`src/hdl/mwm_pkg.sv`:
```
package mwm_pkg;

    localparam int FRACTION_BITS_DEF = 13;

    localparam int KIND_W   = 2;
    localparam int DEMAND_W = 15;
    localparam int RADIUS_W = 16;
    localparam int SPEED_W  = 16;
    localparam int WHEEL_W  = 16;
    localparam int CFG_W    = 12;
    localparam int CFG_IDX_W = 1;

    localparam logic [KIND_W-1:0] KIND_STRAFE = 2'd0;
    localparam logic [KIND_W-1:0] KIND_CIRCLE = 2'd1;
    localparam logic [KIND_W-1:0] KIND_STOP   = 2'd2;

    localparam logic [CFG_IDX_W-1:0] REG_TRACK = 1'd0;
    localparam logic [CFG_IDX_W-1:0] REG_BASE  = 1'd1;

    localparam logic [CFG_W-1:0] CFG_RESET = 12'd200;

    // omega quotient bits; anything at or above 2^OMEGA_QW saturates
    localparam int OMEGA_QW = 14;
    localparam logic [OMEGA_QW-1:0] OMEGA_MAX = 14'd16383;

    // rounded wheel quotient never exceeds 2^17
    localparam int WHEEL_QW = 17;
    localparam logic [WHEEL_QW-1:0] OUT_MAX = 17'd32767;

endpackage

```
`src/hdl/mwm_div.sv`:
```
// Restoring divider, one quotient bit per stage. Caller guarantees num < den << QW.
module mwm_div import mwm_pkg::*; #(
    parameter int NW = 32,
    parameter int DW = 16,
    parameter int QW = 16,
    parameter int SW = 1
) (
    input  logic          i_clk,
    input  logic          i_rst_n,
    input  logic          i_en,
    input  logic          i_valid,
    input  logic [NW-1:0] i_num,
    input  logic [DW-1:0] i_den,
    input  logic [SW-1:0] i_side,
    output logic          o_valid,
    output logic [QW-1:0] o_quo,
    output logic [SW-1:0] o_side
);
    localparam int CW = (NW > DW + QW) ? NW : DW + QW;

    logic          r_vld  [QW];
    logic [NW-1:0] r_rem  [QW];
    logic [DW-1:0] r_den  [QW];
    logic [QW-1:0] r_q    [QW];
    logic [SW-1:0] r_side [QW];

    for (genvar s = 0; s < QW; s++) begin : g_st
        logic          w_vld;
        logic [NW-1:0] w_rem;
        logic [DW-1:0] w_den;
        logic [QW-1:0] w_q;
        logic [SW-1:0] w_side;
        logic [CW-1:0] w_sub;
        logic          w_ge;

        if (s == 0) begin : g_first
            assign w_vld  = i_valid;
            assign w_rem  = i_num;
            assign w_den  = i_den;
            assign w_q    = '0;
            assign w_side = i_side;
        end else begin : g_next
            assign w_vld  = r_vld[s-1];
            assign w_rem  = r_rem[s-1];
            assign w_den  = r_den[s-1];
            assign w_q    = r_q[s-1];
            assign w_side = r_side[s-1];
        end

        assign w_sub = CW'(w_den) << (QW - 1 - s);
        assign w_ge  = CW'(w_rem) >= w_sub;

        always_ff @(posedge i_clk) begin
            if (!i_rst_n) begin
                r_vld[s] <= 1'b0;
            end else if (i_en) begin
                r_vld[s] <= w_vld;
            end
        end

        always_ff @(posedge i_clk) begin
            if (i_en) begin
                r_rem[s]  <= w_ge ? NW'(CW'(w_rem) - w_sub) : w_rem;
                r_q[s]    <= w_ge ? (w_q | (QW'(1) << (QW - 1 - s))) : w_q;
                r_den[s]  <= w_den;
                r_side[s] <= w_side;
            end
        end
    end

    assign o_valid = r_vld[QW-1];
    assign o_quo   = r_q[QW-1];
    assign o_side  = r_side[QW-1];
endmodule

```
`config.mk`:
```
export PLATFORM = sky130hd
export DESIGN_NAME = mwm_div
export DESIGN_NICKNAME = d
export VERILOG_FILES = /design/src/hdl/mwm_pkg.sv /design/src/hdl/mwm_div.sv
export SDC_FILE = /design/constraint.sdc
export NUM_CORES = 1
export LEC_CHECK = 0
export ABC_AREA = 1
export BUFFER_PORTS_ARGS = -buffer_cell sky130_fd_sc_hd__buf_4
export CELL_PAD_IN_SITES_DETAIL_PLACEMENT = 1
export CELL_PAD_IN_SITES_GLOBAL_PLACEMENT = 2
export CORE_MARGIN = 10
export CORE_UTILIZATION = 24
export DETAILED_ROUTE_END_ITERATION = 7
export PLACE_DENSITY_LB_ADDON = 0.1
export RECOVER_POWER = 25
export SETUP_SLACK_MARGIN = 0.5
export SYNTH_ARGS = -nofsm -noshare
export SYNTH_HDL_FRONTEND = slang
export SYNTH_SLANG_ARGS = --single-unit
```
`constraint.sdc`:
```
create_clock -name i_clk -period 6.7 [get_ports i_clk]
set_clock_uncertainty 0.1 [all_clocks]
set_input_delay 1.005 -clock i_clk [delete_from_list [all_inputs] [get_ports i_clk]]
set_output_delay 1.005 -clock i_clk [all_outputs]
set_load 0.02 [all_outputs]
```
==> flow_summary.yaml, run 1 <==
logic_synthesis:
  synth_edf_count: 887
  synth_cell_types: 53
  synthFlopType: "edfxtp_1"
  ys_warn_count: 0
  seq_area_frac_synth: 0.503
  syn_inst: 6349
  synthArstFlopShare: 0
  ys_ff_latch: 888
  syn_nets: 6673
  syn_area_per_cell_um2: 8.35
  netlist_area_um2: 53000
  synth_top_area_cell: "edfxtp_1"
  synth_area_leaders: "edfxtp_1, nand2_1, inv_1, ha_1, nor2_1"
  synth_top_area_share: 0.503
sta:
  setup_tns_ns: 0
  relSlewSlack: 0.326
  layout_min_cycle_time_ns: 3.33
  hold-worst-slack_ns: 0.292
  rsz0062_at_grt: "no"
  slew_violations: 0
  hold_viol: 0
  timing.final.crit_share: 0.497
  worstMarginPinSlew_ns: 1.01
  fmax_ghz: 0.301
  setup_viol: 0
clock_tree:
  cts_sinks: 888
  clockBufferDepth: 3
  post_cts_buffers: 0
  cts_tree: "built"
  hold_buffers: 0
  clkTransAtPathRegs_ns: 0.06
  numCtsBuffers: 111
  cts_htree_levels: 3
  clockRootBuffer: "clkbuf_16"
  clock_latency_ns: 0.77
  ctsResizeCount: 0
grt:
  antenna_found_initial: 7
  grt.overflow.total: 0
  grt_pass1_vias: 43300
  grt_first_pass_wirelength_um: 279000
  grt_max_degree: 165
  grt_usage: 0.150
worst_setup_path:
  required_ns: 7.06
  crit_slowest_cell: "inv_1"
  worst-path-buf-inv: 2
  crit_end: "r_rem[7][18]"
  crit_path_max_incr_delay_ns: 0.50
  start_kind: "register"
  path_depth: 12
  r2r_slack_ns: 3.37
  startpoint: "r_den[0][96]"
  crit_fanout: 21
  ff2ff_path_depth: 12
  worstReg2RegEnd: "r_rem[7][18]"
  cp_top_family: "simple AND/OR/NAND/NOR gates"
  r2r_start: "r_den[0][96]"
  worstPathArrival_ns: 3.69
  critical_path_class: "reg -> reg"
  cp-end-kind: "register"
  critical_path.cell_chain: "ha_1 -> fa_1 -> inv_1 -> nand3_1 -> nand3_1 -> nand3_1 -> nand2_1 -> a21oi_2 -> nand2_2 -> inv_1 -> nand2_1 -> nand2_1"
final_layout:
  area_delta_synth_final_pct: 14.2
  fillers: 25900
  final_cells: 9551
  final_nets: 6821
  drive_gt1_frac: 0.0625
  final_core_util: 0.276
routing:
  drt_iter0_drc: 2166
  dr.pass1.iters: 7
  routed_wl_um: 183000
  drc: 0
  vias_per_cell: 4.28
  wl_per_cell_um: 19.2
  ant_nets: 0
  num_vias: 40900
floorplanning:
  boundaryPins: 71
  dieHeight_um: 490
  start_util: 0.241
  num_rows: 172
  core_um2: 220000
  die-area_um2: 240000
  die_w_um: 490
power_and_ir_drop:
  leakagePower_nw: 27.0
  sequentialPowerShare: 0.363
  irDropWorstVdd_uv: 244
  p_int_w: 0.0139
  sw_frac_of_total: 0.407
  p_per_area_nw_per_um2: 387
  p_switching_w: 0.00954
  power_frac_clock: 0.260
  pwr-share-comb: 0.376
placement:
  placedCellCount: 9342
  gp_congestion: 0.790
  hpwl_um: 147000
  io_buffer_count: 70
min_path:
  hp-class: "reg -> reg"
job:
  max_cap_viol_count: 0
run_status:
  status: "complete, no violations"
==> worst min-delay path by stage <==
stage	from	end	slack [ns]	cells after the start
global route	i_num[8]	r_rem[0][8]	0.29	1
finish	r_q[4][10]	r_q[4][26]	0.29	0
detailed placement	r_q[1][14]	r_q[1][30]	0.31	0
floorplan	r_q[0][15]	r_q[0][31]	0.30	0
global placement	r_q[3][10]	r_q[3][26]	0.30	0
CTS	i_den[13]	r_den[0][13]	0.22	1
==> flip-flops by register name, summed over array words and instances (netlist names) <==
register,count
r_vld,16
r_rem,480
r_den,240
r_q,136
r_side,16
==> metal layers <==
layer  track usage  share of wire
met3        0.0189          0.029
met5             0              0
met4        0.0350          0.019
met2         0.245           0.45
met1         0.210           0.50
==> metrics by stage <==
stage               instance area [um2]  setup WS, ns  power, W
floorplan                         53000          3.91    0.0142
global placement                  56900          3.22    0.0176
detailed placement                56900          3.26    0.0176
CTS                               60600          3.25    0.0240
global route                      60500          3.04    0.0255
finish                            60500          3.37    0.0234
==> synth_stat cells, types with 6 or more instances <==
cell type,n
fa_1,15
or2_2,14
nor2_2,27
buf_2,7
nand2_2,27
and2_1,13
nor4_1,6
ha_1,256
xnor2_1,41
nand3b_1,54
inv_1,1059
o21ai_2,9
o21bai_1,25
nand3_2,18
o21ai_1,31
edfxtp_1,887
buf_6,26
nand3_1,373
nor3_1,64
nor2_1,546
inv_2,11
a21oi_1,218
a21oi_2,46
nand4_1,103
nand2_1,2226
buf_4,19
a21o_1,7
xor2_1,107
o21ai_0,81
==> final cells by class <==
type	instances	area, um2	area share
antenna	2	5.00	0.0000827
clock buffer	130	2890	0.0477
clock inverter	77	779	0.0129
inverter	1072	4030	0.0665
multi-input combinational	4334	21800	0.360
sequential	888	26700	0.440
tap	2958	3700	0.0611
timing repair buffer	90	669	0.0111
==> cell families (layout without fill, tap and decap cells) <==
family                   Yosys count  in the layout  synth area share
AND/OR/NAND/NOR                 3490           3490             0.275
buffers and inverters           1127           1369            0.0856
flip-flops                       888            888             0.503
AO/OA/AOI/OAI                    425            425            0.0461
adder cells (fa/ha/maj)          271            271            0.0661
XOR/XNOR                         148            148            0.0245
other                              0              2                 0
==> placed cells by master, fill, tap and decap left out, types with 46 or more instances in the layout <==
master     instances
buf_4             53
nand4_1          103
inv_1           1059
a21oi_2           46
nor2_1           546
edfxtp_1         887
xor2_1           107
a21oi_1          218
ha_1             256
nand3_1          373
clkbuf_16        112
nand2_1         2226
o21ai_0           81
nand3b_1          54
nor3_1            64
==> power by group through the flow <==
stage / clock, W / combinational, W / sequential (W)
CTS: 0.00637 / 0.00900 / 0.00859
detailed placement: 0 / 0.00896 / 0.00869
finish: 0.00610 / 0.00882 / 0.00851
floorplan: 0 / 0.00620 / 0.00803
global placement: 0 / 0.00893 / 0.00871
global route: 0.00660 / 0.0102 / 0.00864
(Power assumes the default switching activity.)
==> run 2, diff against run 1 <==
--- a/config.mk
+++ b/config.mk
@@ -5,7 +5,7 @@
 export SDC_FILE = /design/constraint.sdc
 export NUM_CORES = 1
 export LEC_CHECK = 0
-export ABC_AREA = 1
+export ABC_AREA = 0
 export BUFFER_PORTS_ARGS = -buffer_cell sky130_fd_sc_hd__buf_4
 export CELL_PAD_IN_SITES_DETAIL_PLACEMENT = 1
 export CELL_PAD_IN_SITES_GLOBAL_PLACEMENT = 2
==> constraint.sdc (replaced) <==
create_clock -name i_clk -period 3.45 [get_ports i_clk]
set_clock_uncertainty 0.1 [all_clocks]
set_input_delay 0.5175 -clock i_clk [delete_from_list [all_inputs] [get_ports i_clk]]
set_output_delay 0.5175 -clock i_clk [all_outputs]
set_load 0.02 [all_outputs]
==> run 2 against run 1 <==
The flow now finishes with violations (max-capacitance violations, max-slew violations). Largest power group unchanged. Global-route usage shrank 2.7 points. Critical path depth shrank 1. Worst hold slack lost 0.22 ns. Fmax grew 0.13%. Critical path type unchanged. Largest cell class unchanged. Power grew 93%. First-iteration DRC count shrank 41%. Non-clock buffer count grew 513. Setup slack lost 3.2 ns. Synthesized cell count shrank 41%.
==> flow_summary.yaml, run 2 <==
run_status:
  status: "finished, violations left"
  violations: "max-capacitance violations, max-slew violations"
logic_synthesis:
  synthAdderAreaFrac: 0.0778
  synthFlopType: "edfxtp_1"
  syn_area_per_cell_um2: 12.1
  yosysMostFrequentCell: "edfxtp_1"
  netlist_area_um2: 45000
  synth_area_leaders: "edfxtp_1, ha_1, xnor2_1, a21oi_1, inv_1"
  synth_xor_area_frac: 0.0572
  synth_top_area_cell: "edfxtp_1"
  synthMuxAreaShare: 0.0161
  synth_top_family_by_area: "compound AO/OA/AOI/OAI gates"
  syn_inst: 3717
  synthArstFlopShare: 0
  synth_top_area_share: 0.592
  synth_cell_types: 80
  ys_ff_latch: 888
  synthTopCellsByCount: "edfxtp_1, inv_1, a21oi_1"
  synth-simple-area-share: 0.110
  seq_area_frac_synth: 0.592
  syn_nets: 4041
  ys_warn_count: 0
  synth_compound_area_frac: 0.113
  synth_edf_count: 887
routing:
  num_vias: 30900
  drt_iter0_drc: 1270
  drc: 0
  vias_per_cell: 4.44
  routed_wl_um: 130000
  wl_per_cell_um: 18.7
  ant_nets: 0
  dr.pass1.iters: 7
floorplanning:
  num_rows: 158
  die_w_um: 453
  die-area_um2: 205000
  dieHeight_um: 453
  boundaryPins: 71
  start_util: 0.242
  core_um2: 186000
power_and_ir_drop:
  p_switching_w: 0.0154
  p_per_area_nw_per_um2: 749
  power_frac_clock: 0.257
  leakagePower_nw: 23.0
  sw_frac_of_total: 0.342
  irDropWorstVdd_uv: 444
  pwr-share-comb: 0.381
  p_int_w: 0.0298
  finalPower_w: 0.0452
  sequentialPowerShare: 0.363
worst_setup_path:
  start_kind: "register"
  startpoint: "r_rem[11][3]"
  worstPathArrival_ns: 3.73
  r2r_start: "r_rem[11][3]"
  worstReg2RegEnd: "r_rem[12][27]"
  cp-end-kind: "register"
  crit_fanout: 7
  critical_path_class: "reg -> reg"
  required_ns: 3.85
  ff2ff_path_depth: 11
  crit_end: "r_rem[12][27]"
  r2r_slack_ns: 0.13
sta:
  slew_violations: 10
  setup_slack_ns: 0.127
  timing.final.crit_share: 0.963
  rsz0062_at_grt: "yes"
  hold_viol: 0
  worstMarginPinSlew_ns: 2.86
  setup_viol: 0
  relSlewSlack: -0.907
  fmax_ghz: 0.301
  layout_min_cycle_time_ns: 3.32
  hold-worst-slack_ns: 0.0761
clock_tree:
  cts_sinks: 888
  cts_tree: "built"
  clkTransAtPathRegs_ns: 0.06
  clock_latency_ns: 0.75
  clockRootBuffer: "clkbuf_16"
  clockBufferDepth: 3
  cts_htree_levels: 3
  numCtsBuffers: 112
final_layout:
  final_nets: 4694
  largest-register: "r_rem"
  reg_top3: "r_rem (480), r_den (240), r_q (136)"
  seqCellArea_um2: 26700
  final_common_cell: "edfxtp_1"
  largest_reg_flops: 480
  multi_input_area_um2: 20200
  mostFrequentLayoutCells: "edfxtp_1, buf_4, inv_1"
  final_core_util: 0.325
  area_delta_synth_final_pct: 34.1
  drive_gt1_frac: 0.281
  fillers: 20000
grt:
  grt_first_pass_wirelength_um: 199000
  grt_max_degree: 136
  grt_pass1_vias: 33200
  antenna_found_initial: 2
  grt_usage: 0.123
  grt.overflow.total: 0
placement:
  hpwl_um: 93400
  io_buffer_count: 70
  preCtsSetupSlack_ns: -0.357
  gp_congestion: 0.768
min_path:
  hp-class: "in -> reg"
  whs_path_depth: 4
job:
  max_cap_viol_count: 1
-- run 2: timing repair --
item,4_1_cts,5_1_grt
gates cloned,8,8
hold buffers,48,0
hold endpoints to repair,48,0
endpoints found under the setup margin,320,350
gates resized for setup,439,396
pin swaps,150,199
setup buffers,122,76
-- run 2: layout make-up --
type	instances	area share
Clock buffer	138	0.0480
Inverter	333	0.0209
Multi-Input combinational cell	2432	0.335
Antenna cell	1	0.0000414
Timing Repair Buffer	603	0.0914
Tap cell	2480	0.0514
Sequential cell	888	0.441
Clock inverter	69	0.0121
-- run 2: power by group through the flow --
stage	logic, W	registers [W]	clock network (W)
2_1_floorplan	0.00953	0.0159	0
3_3_place_gp	0.0143	0.0165	0
3_5_place_dp	0.0142	0.0165	0
4_1_cts	0.0161	0.0164	0.0121
5_1_grt	0.0191	0.0167	0.0125
6_report	0.0172	0.0164	0.0116
-- run 2: stage by stage --
| step | instance area, um2 | cells | TNS (ns) |
|---|---|---|---|
| after floorplan | 45200 | 3717 | 0 |
| after global placement | 50800 | 6474 | -6.99 |
| after detailed placement | 50800 | 6474 | -7.29 |
| after CTS | 58000 | 6859 | 0 |
| after global routing | 60400 | 6944 | 0 |
| final | 60400 | 6944 | 0 |
-- run 2: logic make-up (layout without fill, tap and decap cells) --
| family | after synthesis | after routing |
|---|---|---|
| AOI/OAI and AO/OA | 815 | 816 |
| xor gates and xnor gates | 294 | 294 |
| adders and majority gates | 271 | 271 |
| buffers and inverters | 398 | 1143 |
| DFF | 888 | 888 |
| muxes | 65 | 65 |
| other | 0 | 1 |
| and+or+nand+nor | 986 | 986 |
-- run 2: worst min path at each step --
stage,from,endpoint,slack (ns)
floorplan,r_q[0][15],r_q[0][31],0.30
detailed placement,r_q[5][11],r_q[5][27],0.31
global route,i_num[18],r_rem[0][18],0.04
finish,i_num[22],r_rem[0][22],0.08
global placement,r_q[3][28],r_q[4][12],0.30
CTS,i_num[22],r_rem[0][22],0.005
-- run 2: critical path: stages (launching register included) --
cell	delay (ns)
edfxtp_1	0.39
inv_1	0.08
ha_2	0.19
fa_2	0.22
nor2b_2	0.06
o31a_1	0.28
or4_4	0.44
a311o_1	0.32
o41a_1	0.40
a22o_4	0.32
nor4_4	0.16
xor2_1	0.11
-- run 2: metal layers --
layer / GRT usage / routed length [um]
met3: 0.0180 / 2730
met1: 0.151 / 57300
met4: 0.0328 / 3530
met5: 0 / 0
met2: 0.222 / 66000
