[src/hdl/mwm_pkg.sv]
package mwm_pkg;

    localparam int FRACTION_BITS_DEF = 13;

    localparam int KIND_W   = 2;
    localparam int DEMAND_W = 15;
    localparam int RADIUS_W = 16;
    localparam int SPEED_W  = 16;
    localparam int WHEEL_W  = 16;
    localparam int CFG_W    = 12;
    localparam int CFG_IDX_W = 1;

    localparam logic [KIND_W-1:0] KIND_STRAFE = 2'd0;
    localparam logic [KIND_W-1:0] KIND_CIRCLE = 2'd1;
    localparam logic [KIND_W-1:0] KIND_STOP   = 2'd2;

    localparam logic [CFG_IDX_W-1:0] REG_TRACK = 1'd0;
    localparam logic [CFG_IDX_W-1:0] REG_BASE  = 1'd1;

    localparam logic [CFG_W-1:0] CFG_RESET = 12'd200;

    // omega quotient bits; anything at or above 2^OMEGA_QW saturates
    localparam int OMEGA_QW = 14;
    localparam logic [OMEGA_QW-1:0] OMEGA_MAX = 14'd16383;

    // rounded wheel quotient never exceeds 2^17
    localparam int WHEEL_QW = 17;
    localparam logic [WHEEL_QW-1:0] OUT_MAX = 17'd32767;

endpackage

[src/hdl/mwm_div.sv]
// Restoring divider, one quotient bit per stage. Caller guarantees num < den << QW.
module mwm_div import mwm_pkg::*; #(
    parameter int NW = 32,
    parameter int DW = 16,
    parameter int QW = 16,
    parameter int SW = 1
) (
    input  logic          i_clk,
    input  logic          i_rst_n,
    input  logic          i_en,
    input  logic          i_valid,
    input  logic [NW-1:0] i_num,
    input  logic [DW-1:0] i_den,
    input  logic [SW-1:0] i_side,
    output logic          o_valid,
    output logic [QW-1:0] o_quo,
    output logic [SW-1:0] o_side
);
    localparam int CW = (NW > DW + QW) ? NW : DW + QW;

    logic          r_vld  [QW];
    logic [NW-1:0] r_rem  [QW];
    logic [DW-1:0] r_den  [QW];
    logic [QW-1:0] r_q    [QW];
    logic [SW-1:0] r_side [QW];

    for (genvar s = 0; s < QW; s++) begin : g_st
        logic          w_vld;
        logic [NW-1:0] w_rem;
        logic [DW-1:0] w_den;
        logic [QW-1:0] w_q;
        logic [SW-1:0] w_side;
        logic [CW-1:0] w_sub;
        logic          w_ge;

        if (s == 0) begin : g_first
            assign w_vld  = i_valid;
            assign w_rem  = i_num;
            assign w_den  = i_den;
            assign w_q    = '0;
            assign w_side = i_side;
        end else begin : g_next
            assign w_vld  = r_vld[s-1];
            assign w_rem  = r_rem[s-1];
            assign w_den  = r_den[s-1];
            assign w_q    = r_q[s-1];
            assign w_side = r_side[s-1];
        end

        assign w_sub = CW'(w_den) << (QW - 1 - s);
        assign w_ge  = CW'(w_rem) >= w_sub;

        always_ff @(posedge i_clk) begin
            if (!i_rst_n) begin
                r_vld[s] <= 1'b0;
            end else if (i_en) begin
                r_vld[s] <= w_vld;
            end
        end

        always_ff @(posedge i_clk) begin
            if (i_en) begin
                r_rem[s]  <= w_ge ? NW'(CW'(w_rem) - w_sub) : w_rem;
                r_q[s]    <= w_ge ? (w_q | (QW'(1) << (QW - 1 - s))) : w_q;
                r_den[s]  <= w_den;
                r_side[s] <= w_side;
            end
        end
    end

    assign o_valid = r_vld[QW-1];
    assign o_quo   = r_q[QW-1];
    assign o_side  = r_side[QW-1];
endmodule

[src/hdl/mwm_front.sv]
// Command capture, circle omega division, wheel mixing and the normalization divisor.
module mwm_front import mwm_pkg::*; #(
    parameter int F  = FRACTION_BITS_DEF,
    parameter int MB = (F + 1 > 16) ? F + 1 : 16
) (
    input  logic                       i_clk,
    input  logic                       i_rst_n,
    input  logic                       i_en,
    input  logic                       i_valid,
    input  logic [KIND_W-1:0]          i_kind,
    input  logic signed [DEMAND_W-1:0] i_lateral,
    input  logic signed [DEMAND_W-1:0] i_forward,
    input  logic signed [DEMAND_W-1:0] i_turn,
    input  logic [RADIUS_W-1:0]        i_radius,
    input  logic                       i_turn_left,
    input  logic [SPEED_W-1:0]         i_speed,
    input  logic [CFG_W-1:0]           i_track,
    input  logic [CFG_W-1:0]           i_base,
    output logic                       o_valid,
    output logic                       o_motion,
    output logic [SPEED_W-1:0]         o_speed,
    output logic signed [MB:0]         o_w   [4],
    output logic [MB-1:0]              o_mag [4],
    output logic [MB-1:0]              o_s
);
    localparam int WW  = MB + 1;
    localparam int ONW = CFG_W + 1 + F;
    localparam int ODW = RADIUS_W + 2;
    localparam int OCW = (ONW > ODW + OMEGA_QW) ? ONW : ODW + OMEGA_QW;
    localparam int SW  = KIND_W + 3 * DEMAND_W + 1 + SPEED_W + 1;
    localparam logic [MB-1:0] ONE = MB'(1) << F;

    // stage A: capture and saturation check
    logic                  r_a_vld;
    logic [ONW-1:0]        r_a_num;
    logic [ODW-1:0]        r_a_den;
    logic                  r_a_sat;
    logic [SW-1:0]         r_a_side;
    logic [ONW-1:0]        w_num;
    logic [ODW-1:0]        w_den;

    assign w_num = ONW'(({1'b0, i_track} + {1'b0, i_base})) << F;
    assign w_den = {i_radius, 2'b00};

    always_ff @(posedge i_clk) begin
        if (!i_rst_n) begin
            r_a_vld <= 1'b0;
        end else if (i_en) begin
            r_a_vld <= i_valid;
        end
    end

    always_ff @(posedge i_clk) begin
        if (i_en) begin
            r_a_sat  <= OCW'(w_num) >= (OCW'(w_den) << OMEGA_QW);
            r_a_num  <= w_num;
            r_a_den  <= w_den;
            r_a_side <= {i_kind, i_lateral, i_forward, i_turn, i_turn_left, i_speed, 1'b0};
        end
    end

    logic                  d_vld;
    logic [OMEGA_QW-1:0]   d_q;
    logic [SW-1:0]         d_side;
    logic [SW-1:0]         w_side_in;

    assign w_side_in = {r_a_side[SW-1:1], r_a_sat};

    mwm_div #(.NW(ONW), .DW(ODW), .QW(OMEGA_QW), .SW(SW)) u_omega (
        .i_clk   (i_clk),
        .i_rst_n (i_rst_n),
        .i_en    (i_en),
        .i_valid (r_a_vld),
        .i_num   (r_a_sat ? '0 : r_a_num),
        .i_den   (r_a_den),
        .i_side  (w_side_in),
        .o_valid (d_vld),
        .o_quo   (d_q),
        .o_side  (d_side)
    );

    // stage B: wheel mix
    logic [KIND_W-1:0]          b_kind;
    logic signed [DEMAND_W-1:0] b_lat, b_fwd, b_trn;
    logic                       b_tl, b_sat;
    logic [SPEED_W-1:0]         b_speed;
    logic [OMEGA_QW-1:0]        b_om;
    logic signed [WW-1:0]       b_x, b_y, b_r;
    logic signed [WW-1:0]       b_w [4];

    assign {b_kind, b_lat, b_fwd, b_trn, b_tl, b_speed, b_sat} = d_side;
    assign b_om = b_sat ? OMEGA_MAX : d_q;

    always_comb begin
        if (b_kind == KIND_CIRCLE) begin
            b_x = b_tl ? WW'(ONE) : -WW'(ONE);
            b_y = '0;
            b_r = b_tl ? WW'(b_om) : -WW'(b_om);
        end else begin
            b_x = WW'(b_lat);
            b_y = WW'(b_fwd);
            b_r = WW'(b_trn);
        end
        b_w[0] = b_y + b_x - b_r;
        b_w[1] = b_y - b_x + b_r;
        b_w[2] = b_y - b_x - b_r;
        b_w[3] = b_y + b_x + b_r;
    end

    logic                 r_b_vld, r_b_mot;
    logic [SPEED_W-1:0]   r_b_speed;
    logic signed [WW-1:0] r_b_w   [4];
    logic [MB-1:0]        r_b_mag [4];

    always_ff @(posedge i_clk) begin
        if (!i_rst_n) begin
            r_b_vld <= 1'b0;
        end else if (i_en) begin
            r_b_vld <= d_vld;
        end
    end

    always_ff @(posedge i_clk) begin
        if (i_en) begin
            r_b_mot   <= (b_kind == KIND_STRAFE) || (b_kind == KIND_CIRCLE);
            r_b_speed <= b_speed;
            for (int i = 0; i < 4; i++) begin
                r_b_w[i]   <= b_w[i];
                r_b_mag[i] <= MB'(b_w[i][WW-1] ? -b_w[i] : b_w[i]);
            end
        end
    end

    // stage C: pairwise maximum
    logic                 r_c_vld, r_c_mot;
    logic [SPEED_W-1:0]   r_c_speed;
    logic signed [WW-1:0] r_c_w   [4];
    logic [MB-1:0]        r_c_mag [4];
    logic [MB-1:0]        r_c_m01, r_c_m23;

    always_ff @(posedge i_clk) begin
        if (!i_rst_n) begin
            r_c_vld <= 1'b0;
        end else if (i_en) begin
            r_c_vld <= r_b_vld;
        end
    end

    always_ff @(posedge i_clk) begin
        if (i_en) begin
            r_c_mot   <= r_b_mot;
            r_c_speed <= r_b_speed;
            r_c_w     <= r_b_w;
            r_c_mag   <= r_b_mag;
            r_c_m01   <= (r_b_mag[0] > r_b_mag[1]) ? r_b_mag[0] : r_b_mag[1];
            r_c_m23   <= (r_b_mag[2] > r_b_mag[3]) ? r_b_mag[2] : r_b_mag[3];
        end
    end

    // stage D: divisor is at least one
    logic                 r_d_vld, r_d_mot;
    logic [SPEED_W-1:0]   r_d_speed;
    logic signed [WW-1:0] r_d_w   [4];
    logic [MB-1:0]        r_d_mag [4];
    logic [MB-1:0]        r_d_s;
    logic [MB-1:0]        d_m;

    assign d_m = (r_c_m01 > r_c_m23) ? r_c_m01 : r_c_m23;

    always_ff @(posedge i_clk) begin
        if (!i_rst_n) begin
            r_d_vld <= 1'b0;
        end else if (i_en) begin
            r_d_vld <= r_c_vld;
        end
    end

    always_ff @(posedge i_clk) begin
        if (i_en) begin
            r_d_mot   <= r_c_mot;
            r_d_speed <= r_c_speed;
            r_d_w     <= r_c_w;
            r_d_mag   <= r_c_mag;
            r_d_s     <= (d_m > ONE) ? d_m : ONE;
        end
    end

    assign o_valid  = r_d_vld;
    assign o_motion = r_d_mot;
    assign o_speed  = r_d_speed;
    assign o_w      = r_d_w;
    assign o_mag    = r_d_mag;
    assign o_s      = r_d_s;
endmodule

[config.mk]
export PLATFORM = sky130hd
export DESIGN_NAME = mwm_front
export DESIGN_NICKNAME = d
export VERILOG_FILES = /design/src/hdl/mwm_pkg.sv /design/src/hdl/mwm_div.sv /design/src/hdl/mwm_front.sv
export SDC_FILE = /design/constraint.sdc
export NUM_CORES = 2
export LEC_CHECK = 0
export BUFFER_PORTS_ARGS = -buffer_cell sky130_fd_sc_hd__buf_2
export CORE_UTILIZATION = 57
export CTS_BUF_LIST = sky130_fd_sc_hd__clkbuf_4 sky130_fd_sc_hd__clkbuf_8
export CTS_CLUSTER_DIAMETER = 60
export CTS_CLUSTER_SIZE = 8
export DETAILED_ROUTE_END_ITERATION = 8
export GPL_TIMING_DRIVEN = 0
export PLACE_DENSITY = 0.79
export SLEW_MARGIN = 0
export SYNTH_ARGS = -nofsm -noshare
export SYNTH_HDL_FRONTEND = slang
export SYNTH_SLANG_ARGS = --single-unit
[constraint.sdc]
create_clock -name i_clk -period 7.3 [get_ports i_clk]
set_input_delay 0.365 -clock i_clk [delete_from_list [all_inputs] [get_ports i_clk]]
set_output_delay 0.365 -clock i_clk [all_outputs]
set_load 0.01 [all_outputs]
==> impl_metrics.json <==
{
  "rsz0062_at_grt": "false",
  "final_nets": 6473,
  "drc": 15,
  "r2r-end": "r_b_mag[37]$_DFFE_PP_",
  "pwr-share-seq_pct": 51.8,
  "hold_class": "in -> reg",
  "p_leak_uw": 0.03515,
  "placed_cells": 7402,
  "pin_count": 274,
  "cts_root_buffer": "clkbuf_8",
  "grt_max_degree": 201,
  "max_cap_violations": 0,
  "fp.dieW_um": 383.0,
  "die-area_um2": 146700,
  "multi_input_area_um2": 19630,
  "syn_inst": 5214,
  "antenna_found_initial": 5,
  "muxShareOfSynthArea_pct": 1.765,
  "synth_top_family_by_area": "compound AO/OA/AOI/OAI gates",
  "yosysTopAreaCell": "edfxtp_1",
  "viasPerCell": 5.389,
  "instances_no_fill": 7908,
  "core-area_um2": 143800,
  "start_util_pct": 57.51,
  "die_h_um": 383.0,
  "min_period_ps": 6689,
  "switching_share_pct": 28.50,
  "routed_wl_um": 141700,
  "clkTransAtPathRegs_ps": 60,
  "synth-simple-area-share_pct": 5.888,
  "synthAdderAreaFrac_pct": 6.156,
  "synth_area_leaders": "edfxtp_1, ha_1, inv_1",
  "end_kind": "flop",
  "yosys_warnings": 0,
  "synth_top_area_share_pct": 73.62,
  "synth_commonest_cells": "edfxtp_1, inv_1, ha_1, nor2_1, a21oi_1",
  "required_ps": 7960,
  "crit_end": "r_b_mag[37]$_DFFE_PP_",
  "grt_use_total_pct": 19.47,
  "first_global_vias": 43360,
  "fin_area_um2": 93010,
  "r2r_setup_slack_ps": 610,
  "drive_gt1_share_pct": 13.88,
  "clock_skew_ps": 79.87,
  "criticalPathCategory": "reg -> reg",
  "post-route-period-util_pct": 91.63,
  "cts.sinks": 2033,
  "yosysMostFrequentCell": "edfxtp_1",
  "synth_flop_cell": "edfxtp_1",
  "setup-tns-final_ps": 0,
  "ant_nets": 0,
  "async_flop_share_pct": 0,
  "synth_compound_area_share_pct": 6.596,
  "synthesis.nets": 5717,
  "drt_iter0_drc": 2802,
  "relSlewSlack_pct": 30.76,
  "synth_area_um2": 82720,
  "clk_path_buf_depth": 4,
  "status": "complete, but fails checks",
  "synth-xor-area-share_pct": 3.313,
  "startpoint_type": "flop",
  "wl_per_cell_um": 17.92,
  "regArea_um2": 61000,
  "internal_power_uw": 22280,
  "worstPathMaxFanout": 10,
  "ctsHtreeMaxLevel": 5,
  "synth_edf_count": 2028,
  "cts_setup_buffers": 0,
  "report.final.slew_viol_count": 0,
  "clkLatencyLatePin_ps": 1000,
  "yosysSeqAreaShare_pct": 73.74,
  "worstMarginPinSlew_ps": 1031,
  "worst-r2r-cell-count": 22,
  "combinationalPowerShare_pct": 23.3,
  "gp_congestion": 0.8793,
  "dpl-instance-area_um2": 86810,
  "fmax_mhz": 149.5,
  "port_buffers": 273,
  "p_per_area_nw_per_um2": 335.0,
  "area_delta_synth_final_pct": 12.44,
  "p_clk_share_pct": 24.9,
  "nFillCells": 9817,
  "crit-reg2reg-launch": "u_omega.r_side[1][389]$_DFFE_PP_",
  "dp_hpwl_um": 93920,
  "holdWs_ps": 111.2,
  "vias": 42620,
  "switching_power_uw": 8879,
  "hold_viol_final": 0,
  "cp.arrival_ps": 7350,
  "overflow": 0,
  "cts_tree": "done",
  "p_total_uw": 31160,
  "grt_pass1_wl_um": 223200,
  "ys_ff_latch": 2033,
  "syn_area_per_cell_um2": 15.86,
  "setup_violations": 0,
  "yosysUniqueCellTypes": 105,
  "row_count": 139,
  "cts_buffers": 307,
  "violations": "DRC",
  "ir_drop_mv": 0.2189,
  "timing.critical_path.from": "u_omega.r_side[1][389]$_DFFE_PP_",
  "first_pass_iters": 9
}
-- power by group through the flow --
| stage | Clock (uW) | Sequential (uW) | Combinational (uW) |
|---|---|---|---|
| global placement | 0 | 17000 | 6910 |
| global route | 8520 | 16300 | 8080 |
| CTS | 8010 | 16100 | 7240 |
| detailed placement | 0 | 16400 | 7120 |
| finish | 7750 | 16100 | 7270 |
| floorplan | 0 | 16000 | 5140 |
-- timing repair --
| action | CTS | global route |
|---|---|---|
| setup endpoints to repair | 0 | 43 |
| gates resized for setup | 0 | 2 |
| endpoints found under the hold margin | 187 | 0 |
| hold buffers | 162 | 0 |
-- through the flow --
stage / utilization (%) / setup slack (ps)
6_report: 64.66 / 610.9
5_1_grt: 64.66 / 39.17
4_1_cts: 64.66 / 299.6
3_5_place_dp: 60.36 / 306.6
3_3_place_gp: 60.12 / -24210
2_1_floorplan: - / 2039
-- cell type report --
type | count | area share (%)
sequential | 2033 | 65.59
multi-input combinational | 2643 | 21.10
clock buffer | 330 | 4.789
timing repair buffer | 447 | 3.584
tap | 1903 | 2.560
inverter | 450 | 1.816
buffer | 88 | 0.4426
clock inverter | 12 | 0.1143
antenna | 2 | 0.005381
-- worst max-delay path, cell delays in order, from the launching register on --
cell and delay, ps:
edfxtp_1 460, inv_1 190, nand2_1 130, clkbuf_1 350, clkbuf_1 440, nand2_1 210, ha_1 350, nor2b_1 130
o21ai_0 100, a21oi_1 210, o21ai_0 180, a211oi_1 470, nor3_1 130, xnor2_1 260, ha_1 330, buf_2 210
a21oi_1 190, o311ai_2 190, o31a_4 350, a211oi_1 250, xor2_1 770, o21ai_0 300, xnor2_1 210
-- sequential cells by signal, indices dropped and copies added, names as in the netlist, 60 cells and up --
register and count:
u_omega.r_q 105, r_a_side 64, r_c_mag 60, u_omega.r_den 208, o_mag 60, r_b_mag 60
r_b_w 65, u_omega.r_side 910, r_c_w 65, u_omega.r_rem 224, o_w 65
-- cell usage in the layout (no fill, tap or decap), types with 14 or more instances in the layout --
cell | synthesis | routed
a31oi_1 | 35 | 35
or2_2 | 24 | 24
xor2_1 | 120 | 120
clkbuf_8 | 0 | 316
nor2_1 | 239 | 239
a21oi_1 | 229 | 229
o31ai_1 | 28 | 28
dlygate4sd3_1 | 0 | 162
a211oi_1 | 25 | 24
nand2b_1 | 63 | 63
nor2b_1 | 93 | 92
nand2_1 | 228 | 228
ha_1 | 375 | 375
nor4_1 | 27 | 27
clkbuf_4 | 0 | 14
nand4_1 | 44 | 44
xnor2_1 | 186 | 186
nand3_1 | 50 | 50
inv_1 | 446 | 446
fa_1 | 20 | 20
clkbuf_1 | 58 | 58
o21ai_0 | 190 | 190
o21a_1 | 56 | 56
and3_1 | 30 | 30
nor3_1 | 93 | 93
and2_1 | 15 | 15
mux2_2 | 103 | 103
or3_1 | 24 | 24
a21o_1 | 73 | 73
o21bai_1 | 28 | 28
mux2i_1 | 30 | 30
buf_2 | 14 | 286
edfxtp_1 | 2028 | 2028
a21boi_0 | 23 | 23
-- worst min path at each step --
stage,to,depth (start not counted),start
5_1_grt,r_a_side[51]$_DFFE_PP_,2,i_lateral[3]
3_3_place_gp,u_omega.r_side[1][241]$_DFFE_PP_,0,u_omega.r_side[1][176]$_DFFE_PP_
6_report,r_a_side[51]$_DFFE_PP_,2,i_lateral[3]
3_5_place_dp,o_mag[39]$_DFFE_PP_,0,r_c_mag[39]$_DFFE_PP_
4_1_cts,r_a_side[14]$_DFFE_PP_,2,i_speed[13]
2_1_floorplan,o_mag[10]$_DFFE_PP_,0,r_c_mag[10]$_DFFE_PP_
-- metal layers --
layer	wire length [um]	up-vias	track usage, %	share of wire [%]
met4	5533	0	8.726	3.9
met5	0	-	0	0
met1	58530	20250	23.67	41
met3	6896	351	3.986	4.9
li1	-	20830	-	-
met2	70750	1192	33.53	50
-- kinds of logic after synthesis --
group | after synthesis
mux | 133
compound gates | 829
flops | 2033
xor+xnor | 309
fa+ha+maj | 395
simple gates | 977
buf+inv | 538
No activity file was read; power rests on OpenSTA's default activity.
